[src/rtl/core/hbc_pkg.sv]
// Shared constants, types and a helper function of the bucketed histogram counter.
`timescale 1ns / 1ps

package hbc_pkg;

	localparam int MAX_BUCKETS  = 8;
	localparam int HW_BUCKETS   = 8;
	localparam int NUM_BOUNDS   = 7;
	localparam int BUCKETS_USED = (MAX_BUCKETS < HW_BUCKETS) ? MAX_BUCKETS : HW_BUCKETS;
	localparam int BIDX_W       = $clog2(BUCKETS_USED);

	localparam int SAMPLE_W     = 48;
	localparam int CNT_W        = 63;
	localparam int SUM_W        = 64;
	localparam int IDX_W        = 3;
	localparam int NBKT_W       = 4;

	localparam int CFG_W        = 48;
	localparam int CFG_IDX_W    = 3;
	localparam logic [CFG_IDX_W-1:0] CFG_BUCKET_COUNT = 3'd0;

	localparam logic CMD_RECORD = 1'b0;
	localparam logic CMD_DUMP   = 1'b1;

	localparam int Q_DEPTH      = 2;
	localparam int Q_PTR_W      = 1;
	localparam int Q_CNT_W      = 2;

	typedef struct packed {
		logic                       dump;
		logic                       ignored;
		logic [BIDX_W-1:0]          last_idx;
		logic [BIDX_W-1:0]          hit;
		logic signed [SAMPLE_W-1:0] sample;
	} op_t;

	function automatic logic [CNT_W-1:0] sat_inc(input logic [CNT_W-1:0] v);
		return (v == {CNT_W{1'b1}}) ? v : v + CNT_W'(1);
	endfunction

endpackage

[src/rtl/core/hbc_front.sv]
// Front end: configuration registers, bucket classification and queue push.
`timescale 1ns / 1ps

module hbc_front import hbc_pkg::*; (
	input  logic                       clk,
	input  logic                       arst_n,
	input  logic                       cfg_wr_en,
	input  logic [CFG_IDX_W-1:0]       cfg_index,
	input  logic [CFG_W-1:0]           cfg_data,
	input  logic                       in_valid,
	output logic                       in_ready,
	input  logic                       cmd,
	input  logic signed [SAMPLE_W-1:0] sample,
	input  logic                       q_full,
	output logic                       push,
	output op_t                        push_op
);

	logic [NBKT_W-1:0]          bucket_count_q;
	logic signed [SAMPLE_W-1:0] bound_q [NUM_BOUNDS];
	logic [NBKT_W-1:0]          n_in_use;
	logic [BIDX_W-1:0]          last_idx;
	logic [BIDX_W-1:0]          hit;

	always_ff @(posedge clk or negedge arst_n) begin
		if (!arst_n) begin
			bucket_count_q <= '0;
			for (int i = 0; i < NUM_BOUNDS; i++) begin
				bound_q[i] <= '0;
			end
		end else if (cfg_wr_en) begin
			if (cfg_index == CFG_BUCKET_COUNT) begin
				bucket_count_q <= cfg_data[NBKT_W-1:0];
			end
			for (int i = 0; i < NUM_BOUNDS; i++) begin
				if (cfg_index == CFG_IDX_W'(i + 1)) begin
					bound_q[i] <= cfg_data[SAMPLE_W-1:0];
				end
			end
		end
	end

	assign n_in_use = (bucket_count_q > NBKT_W'(BUCKETS_USED)) ? NBKT_W'(BUCKETS_USED)
	                                                           : bucket_count_q;
	assign last_idx = BIDX_W'(n_in_use - NBKT_W'(1));

	// first boundary above the sample wins; catch-all otherwise
	always_comb begin
		hit = last_idx;
		for (int i = BUCKETS_USED - 2; i >= 0; i--) begin
			if ((BIDX_W'(i) < last_idx) && (sample < bound_q[i])) begin
				hit = BIDX_W'(i);
			end
		end
	end

	assign in_ready         = !q_full;
	assign push             = in_valid && in_ready;
	assign push_op.dump     = (cmd == CMD_DUMP);
	assign push_op.ignored  = (n_in_use == '0);
	assign push_op.last_idx = last_idx;
	assign push_op.hit      = hit;
	assign push_op.sample   = sample;

endmodule

[src/rtl/core/hbc_queue.sv]
// Two-entry operation queue between the front end and the back end.
`timescale 1ns / 1ps

module hbc_queue import hbc_pkg::*; (
	input  logic clk,
	input  logic arst_n,
	input  logic push,
	input  op_t  push_op,
	output logic full,
	output logic q_valid,
	output op_t  q_op,
	input  logic pop
);

	op_t                entry_q [Q_DEPTH];
	logic [Q_PTR_W-1:0] wr_ptr_q;
	logic [Q_PTR_W-1:0] rd_ptr_q;
	logic [Q_CNT_W-1:0] count_q;

	assign full    = (count_q == Q_CNT_W'(Q_DEPTH));
	assign q_valid = (count_q != '0);
	assign q_op    = entry_q[rd_ptr_q];

	always_ff @(posedge clk or negedge arst_n) begin
		if (!arst_n) begin
			wr_ptr_q <= '0;
			rd_ptr_q <= '0;
			count_q  <= '0;
		end else begin
			if (push) begin
				wr_ptr_q <= wr_ptr_q + Q_PTR_W'(1);
			end
			if (pop) begin
				rd_ptr_q <= rd_ptr_q + Q_PTR_W'(1);
			end
			if (push && !pop) begin
				count_q <= count_q + Q_CNT_W'(1);
			end else if (pop && !push) begin
				count_q <= count_q - Q_CNT_W'(1);
			end
		end
	end

	always_ff @(posedge clk) begin
		if (push) begin
			entry_q[wr_ptr_q] <= push_op;
		end
	end

endmodule

[src/rtl/core/hbc_back.sv]
// Back end: bucket counters, total count, saturating sum and result register.
`timescale 1ns / 1ps

module hbc_back import hbc_pkg::*; (
	input  logic                    clk,
	input  logic                    arst_n,
	input  logic                    q_valid,
	input  op_t                     q_op,
	output logic                    q_pop,
	output logic                    out_valid,
	input  logic                    out_ready,
	output logic [IDX_W-1:0]        bucket_index,
	output logic [CNT_W-1:0]        bucket_total,
	output logic [CNT_W-1:0]        sample_total,
	output logic signed [SUM_W-1:0] value_sum,
	output logic                    ignored,
	output logic                    last
);

	logic [CNT_W-1:0]        cnt_q [BUCKETS_USED];
	logic [CNT_W-1:0]        sample_cnt_q;
	logic signed [SUM_W-1:0] sum_q;
	logic [BIDX_W-1:0]       dump_idx_q;

	logic                    out_valid_q;
	logic [IDX_W-1:0]        bucket_index_q;
	logic [CNT_W-1:0]        bucket_total_q;
	logic [CNT_W-1:0]        sample_total_q;
	logic signed [SUM_W-1:0] value_sum_q;
	logic                    ignored_q;
	logic                    last_q;

	logic                    fire;
	logic                    record;
	logic                    final_beat;
	logic [BIDX_W-1:0]       sel;
	logic [CNT_W-1:0]        cur_cnt;
	logic [CNT_W-1:0]        next_cnt;
	logic [CNT_W-1:0]        next_samples;
	logic signed [SUM_W-1:0] ext;
	logic signed [SUM_W-1:0] raw_sum;
	logic signed [SUM_W-1:0] next_sum;

	assign fire       = q_valid && (!out_valid_q || out_ready);
	assign record     = !q_op.dump && !q_op.ignored;
	assign final_beat = !q_op.dump || q_op.ignored || (dump_idx_q == q_op.last_idx);
	assign q_pop      = fire && final_beat;

	assign sel          = q_op.dump ? dump_idx_q : q_op.hit;
	assign cur_cnt      = cnt_q[sel];
	assign next_cnt     = sat_inc(cur_cnt);
	assign next_samples = sat_inc(sample_cnt_q);

	assign ext     = {{(SUM_W - SAMPLE_W){q_op.sample[SAMPLE_W-1]}}, q_op.sample};
	assign raw_sum = sum_q + ext;

	always_comb begin
		next_sum = raw_sum;
		if ((sum_q[SUM_W-1] == ext[SUM_W-1]) && (raw_sum[SUM_W-1] != sum_q[SUM_W-1])) begin
			next_sum = sum_q[SUM_W-1] ? {1'b1, {(SUM_W - 1){1'b0}}}
			                          : {1'b0, {(SUM_W - 1){1'b1}}};
		end
	end

	always_ff @(posedge clk or negedge arst_n) begin
		if (!arst_n) begin
			for (int i = 0; i < BUCKETS_USED; i++) begin
				cnt_q[i] <= '0;
			end
			sample_cnt_q <= '0;
			sum_q        <= '0;
			dump_idx_q   <= '0;
			out_valid_q  <= 1'b0;
		end else begin
			if (fire) begin
				out_valid_q <= 1'b1;
				if (record) begin
					cnt_q[sel]   <= next_cnt;
					sample_cnt_q <= next_samples;
					sum_q        <= next_sum;
				end
				if (q_op.dump && !q_op.ignored) begin
					dump_idx_q <= final_beat ? '0 : dump_idx_q + BIDX_W'(1);
				end
			end else if (out_ready) begin
				out_valid_q <= 1'b0;
			end
		end
	end

	always_ff @(posedge clk) begin
		if (fire) begin
			bucket_index_q <= q_op.ignored ? '0 : IDX_W'(sel);
			bucket_total_q <= q_op.ignored ? '0 : (record ? next_cnt : cur_cnt);
			sample_total_q <= record ? next_samples : sample_cnt_q;
			value_sum_q    <= record ? next_sum : sum_q;
			ignored_q      <= q_op.ignored;
			last_q         <= final_beat;
		end
	end

	assign out_valid    = out_valid_q;
	assign bucket_index = bucket_index_q;
	assign bucket_total = bucket_total_q;
	assign sample_total = sample_total_q;
	assign value_sum    = value_sum_q;
	assign ignored      = ignored_q;
	assign last         = last_q;

endmodule

[src/rtl/core/bucketed_histogram_counter.sv]
// Top level of the bucketed histogram counter.
//
//  channel  | handshake              | payload
//  ---------+------------------------+-------------------------------------------------
//  in       | in_valid / in_ready    | cmd, sample
//  out      | out_valid / out_ready  | bucket_index, bucket_total, sample_total,
//           |                        | value_sum, ignored, last
//  cfg      | cfg_wr_en              | cfg_index, cfg_data
//
// A record yields one beat from the back end; a dump yields one beat per bucket in use
// (a single ignored beat when none is), one per cycle while the output is not stalled,
// set by the single read port of the counter bank. Records run at one per cycle in steady
// state while out_ready is held; the two-entry queue lets input beats land while stalled.
// Reset clears configuration, counters, the sum and the queue; no clearing pass is needed.
`timescale 1ns / 1ps

module bucketed_histogram_counter import hbc_pkg::*; (
	input  logic                       clk,
	input  logic                       arst_n,
	input  logic                       cfg_wr_en,
	input  logic [CFG_IDX_W-1:0]       cfg_index,
	input  logic [CFG_W-1:0]           cfg_data,
	input  logic                       in_valid,
	output logic                       in_ready,
	input  logic                       cmd,
	input  logic signed [SAMPLE_W-1:0] sample,
	output logic                       out_valid,
	input  logic                       out_ready,
	output logic [IDX_W-1:0]           bucket_index,
	output logic [CNT_W-1:0]           bucket_total,
	output logic [CNT_W-1:0]           sample_total,
	output logic signed [SUM_W-1:0]    value_sum,
	output logic                       ignored,
	output logic                       last
);

	logic push;
	op_t  push_op;
	logic q_full;
	logic q_valid;
	op_t  q_op;
	logic q_pop;

	hbc_front u_front (
		.clk       (clk),
		.arst_n    (arst_n),
		.cfg_wr_en (cfg_wr_en),
		.cfg_index (cfg_index),
		.cfg_data  (cfg_data),
		.in_valid  (in_valid),
		.in_ready  (in_ready),
		.cmd       (cmd),
		.sample    (sample),
		.q_full    (q_full),
		.push      (push),
		.push_op   (push_op)
	);

	hbc_queue u_queue (
		.clk     (clk),
		.arst_n  (arst_n),
		.push    (push),
		.push_op (push_op),
		.full    (q_full),
		.q_valid (q_valid),
		.q_op    (q_op),
		.pop     (q_pop)
	);

	hbc_back u_back (
		.clk          (clk),
		.arst_n       (arst_n),
		.q_valid      (q_valid),
		.q_op         (q_op),
		.q_pop        (q_pop),
		.out_valid    (out_valid),
		.out_ready    (out_ready),
		.bucket_index (bucket_index),
		.bucket_total (bucket_total),
		.sample_total (sample_total),
		.value_sum    (value_sum),
		.ignored      (ignored),
		.last         (last)
	);

endmodule

[config.mk]
export PLATFORM = sky130hd
export DESIGN_NAME = bucketed_histogram_counter
export DESIGN_NICKNAME = d
export VERILOG_FILES = /design/src/rtl/core/hbc_pkg.sv /design/src/rtl/core/hbc_front.sv /design/src/rtl/core/hbc_queue.sv /design/src/rtl/core/hbc_back.sv /design/src/rtl/core/bucketed_histogram_counter.sv
export SDC_FILE = /design/constraint.sdc
export NUM_CORES = 2
export LEC_CHECK = 0
export BUFFER_PORTS_ARGS = -buffer_cell sky130_fd_sc_hd__buf_2
export CAP_MARGIN = 10
export CORE_MARGIN = 4
export CORE_UTILIZATION = 57
export DETAILED_ROUTE_END_ITERATION = 12
export GPL_TIMING_DRIVEN = 0
export PLACE_DENSITY = 0.75
export SLEW_MARGIN = 20
export SYNTH_ARGS = -nofsm -noshare
export SYNTH_HDL_FRONTEND = slang
export SYNTH_SLANG_ARGS = --single-unit
[constraint.sdc]
create_clock -name clk -period 9.4 [get_ports clk]
set_input_delay 1.88 -clock clk [delete_from_list [all_inputs] [get_ports clk]]
set_output_delay 1.88 -clock clk [all_outputs]
set_load 0.1 [all_outputs]
==> flow_summary.toml <==
[detailed_routing]
detailedRoute.firstPassIterationCount = 6
total_drc_errors_in_the_routed_layout = 0
wire_per_inst_um = 24.9
first_iter_violations = 5777
ant_nets = 0
drt-vias-per-instance = 6.29
total_detailed_routing_wirelength_um = 218000
route.vias.total = 54900

[sta]
fin_worst_skew_ns = 0.0342
setup_viol = 0
timing_max_transition_violations_final = 0
tns_ns = 0
layout_worst_path_cycle_share_pct = 93.7
max_slew_margin_pct = 11.2
post-route-worst-setup-slack_ns = 0.593
period_minus_slack_ns = 8.81
maxClockFrequency_mhz = 114
tightestPinTransition_ns = 1.33
unrepaired_setup_endpoints_after_global_routing = "no"
hold_viol = 0

[synth]
synthesis.nets = 7034
postSynth.topFlopCell = "sky130_fd_sc_hd__dfrtp_1"
mappedNetlistArea_um2 = 69000
post_synth.cell_area_avg_um2 = 10.6
post_syn_instances = 6531
ys.warnings.count = 0
asyncSetResetFlopFracSynth_pct = 76.1
ys_seq_elements = 1286
synth_area_leaders = "sky130_fd_sc_hd__dfrtp_1, sky130_fd_sc_hd__edfxtp_1, sky130_fd_sc_hd__mux2_2"
synth_top_cell_area_share_pct = 35.5
synth_cell_type_count = 102
proportion_of_synthesized_chip_area_in_sequential_cells_pct = 48.9
netlist.top_cell.by_area = "sky130_fd_sc_hd__dfrtp_1"
number_of_enable_type_register_cells_in_the_synthesized_netlist = 307

[floorplan]
dieHeight_um = 356
die-area_um2 = 127000
starting_density_pct = 57.5
floorplan.rows = 127
die_width_um = 356
floorplan.core_area_um2 = 120000
design.portCount = 302

[cts]
insertion_delay_ns = 0.80
cts.repair_timing.setup_buffer_count = 0
clock-root-buffer = "sky130_fd_sc_hd__clkbuf_16"
ctsLongestPathBuffers = 3
postCtsResizedCells = 0
clkSinkCount = 1286
clk_transition_reported_paths_ns = 0.06
cts_hold_buf = 0
cts.htree.levels = 4
cts_tree = "built"
tritoncts.num_buffers = 141

[pwr]
p_sw_w = 0.0132
combPwrFrac_pct = 50.6
ir_drop_v = 0.000341
total_leakage_power_nw = 35.1
pwr_density_cell_nw_per_um2 = 359
switching_share_pct = 47.4
p_int_w = 0.0147
proportion_of_power_drawn_by_the_clock_network_pct = 20.5
power.share.sequential_pct = 28.9

[worst_setup_path]
reg2reg_slack_ns = 0.59
worst_endpoint_required_time_ns = 9.85
regToRegStartpoint = "u_queue.rd_ptr_q"
r2r.worst_path.cells = 23
rr_endpoint = "u_back.value_sum[36]"
path_common_cell = "sky130_fd_sc_hd__buf_2"
crit_buf_inv = 11
setup.worst_path.class = "register to register"
cell_breakdown_of_the_critical_path = "buf_2, buf_2, buf_6, buf_2, buf_2, clkbuf_1, buf_2, buf_1, clkbuf_2, mux2i_1, inv_1, ha_1, a211oi_1, o21ai_0, nand3_1, a2111oi_2, o21ai_0, o21ai_0, a21oi_1, nor3_1, clkbuf_1, a21oi_1, o21ai_0"
crit_arrival_ns = 9.26
critical_path.startpoint_type = "register"
path_max_fanout = 10
crit_path_start = "u_queue.rd_ptr_q"
critical_path.slowest_cell = "sky130_fd_sc_hd__o21ai_0"
worst_path_largest_cell_delay_ns = 0.74
timing.critical_path.max_delay_family = "buffers and inverters"
crit_path_end_kind = "register"

[placement]
place.gp.congestion = 1.01
placed_wire_length_estimate_um = 155000
placement.setup.worst_slack_ns = 0.149
io_buffer_count = 301

[grt]
grt_pass1_vias = 54000
grt_max_degree = 139
grt_pass1_wl_um = 328000
number_of_antenna_violations_at_the_first_check_in_global_routing = 4
globalRouteTotalUtil_pct = 34.1
grt_remaining_overflow = 0

[layout]
proportion_of_layout_cells_with_a_drive_suffix_above_1_pct = 16.8
area.growth.synth_to_final_pct = 12.6
layout.cells.most_common_list = "sky130_fd_sc_hd__dfrtp_1, sky130_fd_sc_hd__nand2_1, sky130_fd_sc_hd__o21ai_0"
nets = 7493
layout_commonest_cell = "sky130_fd_sc_hd__dfrtp_1"
fill_cells = 9522

[worst_hold_path]
worstHoldPathCells = 2
hold_path_end = "u_back.cnt_q[41]"
hp-class = "register to register"
timing.hold.worst.start = "u_back.cnt_q[41]"

[job]
max_cap_viol_count = 0

[status]
outcome = "finished, final reports clean"
-- stage by stage --
step                      hold WS, ns  util, %  area, um2  cells  total power [W]
final                           0.480     64.8      77700   8723           0.0279
after global routing            0.498     64.8      77700   8721           0.0292
after CTS                       0.482     64.8      77700   8721           0.0276
after detailed placement        0.468     60.8      72900   8459           0.0219
after global placement          0.457     60.4      72500   8444           0.0217
after floorplan                 0.444        -      69000   6531           0.0179
-- layout make-up --
cell class | instances | area, um2 | area share [%]
inverter | 374 | 1400 | 1.81
buffer | 339 | 1640 | 2.11
multi-input combinational | 4532 | 32300 | 41.5
timing repair buffer | 316 | 1880 | 2.42
clock inverter | 62 | 676 | 0.869
tap | 1612 | 2020 | 2.60
antenna | 2 | 5.00 | 0.00644
clock buffer | 200 | 4090 | 5.26
sequential | 1286 | 33700 | 43.4
-- power groups by stage --
stage | clock, W | combinational, W | sequential (W)
after CTS | 0.00576 | 0.0138 | 0.00805
after global routing | 0.00600 | 0.0150 | 0.00820
after detailed placement | 0 | 0.0138 | 0.00815
final | 0.00571 | 0.0141 | 0.00807
after global placement | 0 | 0.0134 | 0.00824
after floorplan | 0 | 0.00722 | 0.0107
-- cell families after synthesis --
group,synth area share (%)
AOI/OAI and AO/OA,11.9
xor gates and xnor gates,3.55
adders and majority gates,7.23
buffers and inverters,4.39
DFF,48.9
muxes,12.5
and+or+nand+nor,11.5
-- synthesized netlist by cell type, types with 18 or more instances --
cell                       number
sky130_fd_sc_hd__or3_1         18
sky130_fd_sc_hd__xnor2_1      174
sky130_fd_sc_hd__o21ai_0      587
sky130_fd_sc_hd__xor2_1       104
sky130_fd_sc_hd__o21ai_1       86
sky130_fd_sc_hd__mux4_2        21
sky130_fd_sc_hd__nand2_1      874
sky130_fd_sc_hd__nor3b_1       20
sky130_fd_sc_hd__buf_2         37
sky130_fd_sc_hd__clkbuf_1     221
sky130_fd_sc_hd__inv_1        372
sky130_fd_sc_hd__nor2b_1       34
sky130_fd_sc_hd__nor4_1        39
sky130_fd_sc_hd__a21o_1       145
sky130_fd_sc_hd__nor3_1        90
sky130_fd_sc_hd__nor2_1       220
sky130_fd_sc_hd__nand3_1      155
sky130_fd_sc_hd__o211ai_1      43
sky130_fd_sc_hd__edfxtp_1     307
sky130_fd_sc_hd__a21oi_1      246
sky130_fd_sc_hd__a32oi_1       18
sky130_fd_sc_hd__buf_1         40
sky130_fd_sc_hd__nand4_1      105
sky130_fd_sc_hd__ha_1         397
sky130_fd_sc_hd__mux2_2       490
sky130_fd_sc_hd__nand2b_1      53
sky130_fd_sc_hd__and3_1        33
sky130_fd_sc_hd__a31oi_1       26
sky130_fd_sc_hd__mux2i_1      254
sky130_fd_sc_hd__a211oi_1      34
sky130_fd_sc_hd__o21a_1        23
sky130_fd_sc_hd__dfrtp_1      979
-- sequential cells by signal (all words and copies together), names as in the netlist, 2 cells and up --
register                count
u_back.value_sum           64
u_queue.entry_q           112
u_back.sum_q               64
u_back.bucket_total        63
u_front.bucket_count_q      4
u_back.cnt_q              504
u_back.bucket_index         3
u_queue.count_q             2
u_back.sample_cnt_q        63
u_back.dump_idx_q           3
u_front.bound_q           336
u_back.sample_total        63
-- tightest hold or removal path, delay by kind of cell, from the launching register on --
kind / cells / cell delay (ns)
DFF: 1 / 0.34
AOI/OAI and AO/OA: 1 / 0.06
and+or+nand+nor: 1 / 0.04
-- how the worst max path moves through the flow --
| stage | end | slack, ns | cells past startpoint |
|---|---|---|---|
| 2_1_floorplan | u_back.sample_cnt_q[29] | 0.89 | 6 |
| 3_3_place_gp | u_back.cnt_q[298] | -14.96 | 1 |
| 3_5_place_dp | u_back.value_sum[34] | 0.15 | 23 |
| 4_1_cts | u_back.value_sum[34] | 0.13 | 23 |
| 5_1_grt | u_back.value_sum[36] | 0.11 | 23 |
| 6_report | u_back.value_sum[36] | 0.59 | 23 |
-- layer usage --
layer | vias to the layer above | global-route usage [%] | share of wire (%)
met2 | 2918 | 51.7 | 44
met1 | 27200 | 46.4 | 40
met4 | 2 | 15.6 | 5.0
met5 | - | 0.269 | 0.021
met3 | 609 | 8.52 | 11
li1 | 24100 | - | -
Power figures use the tool's default switching activity.
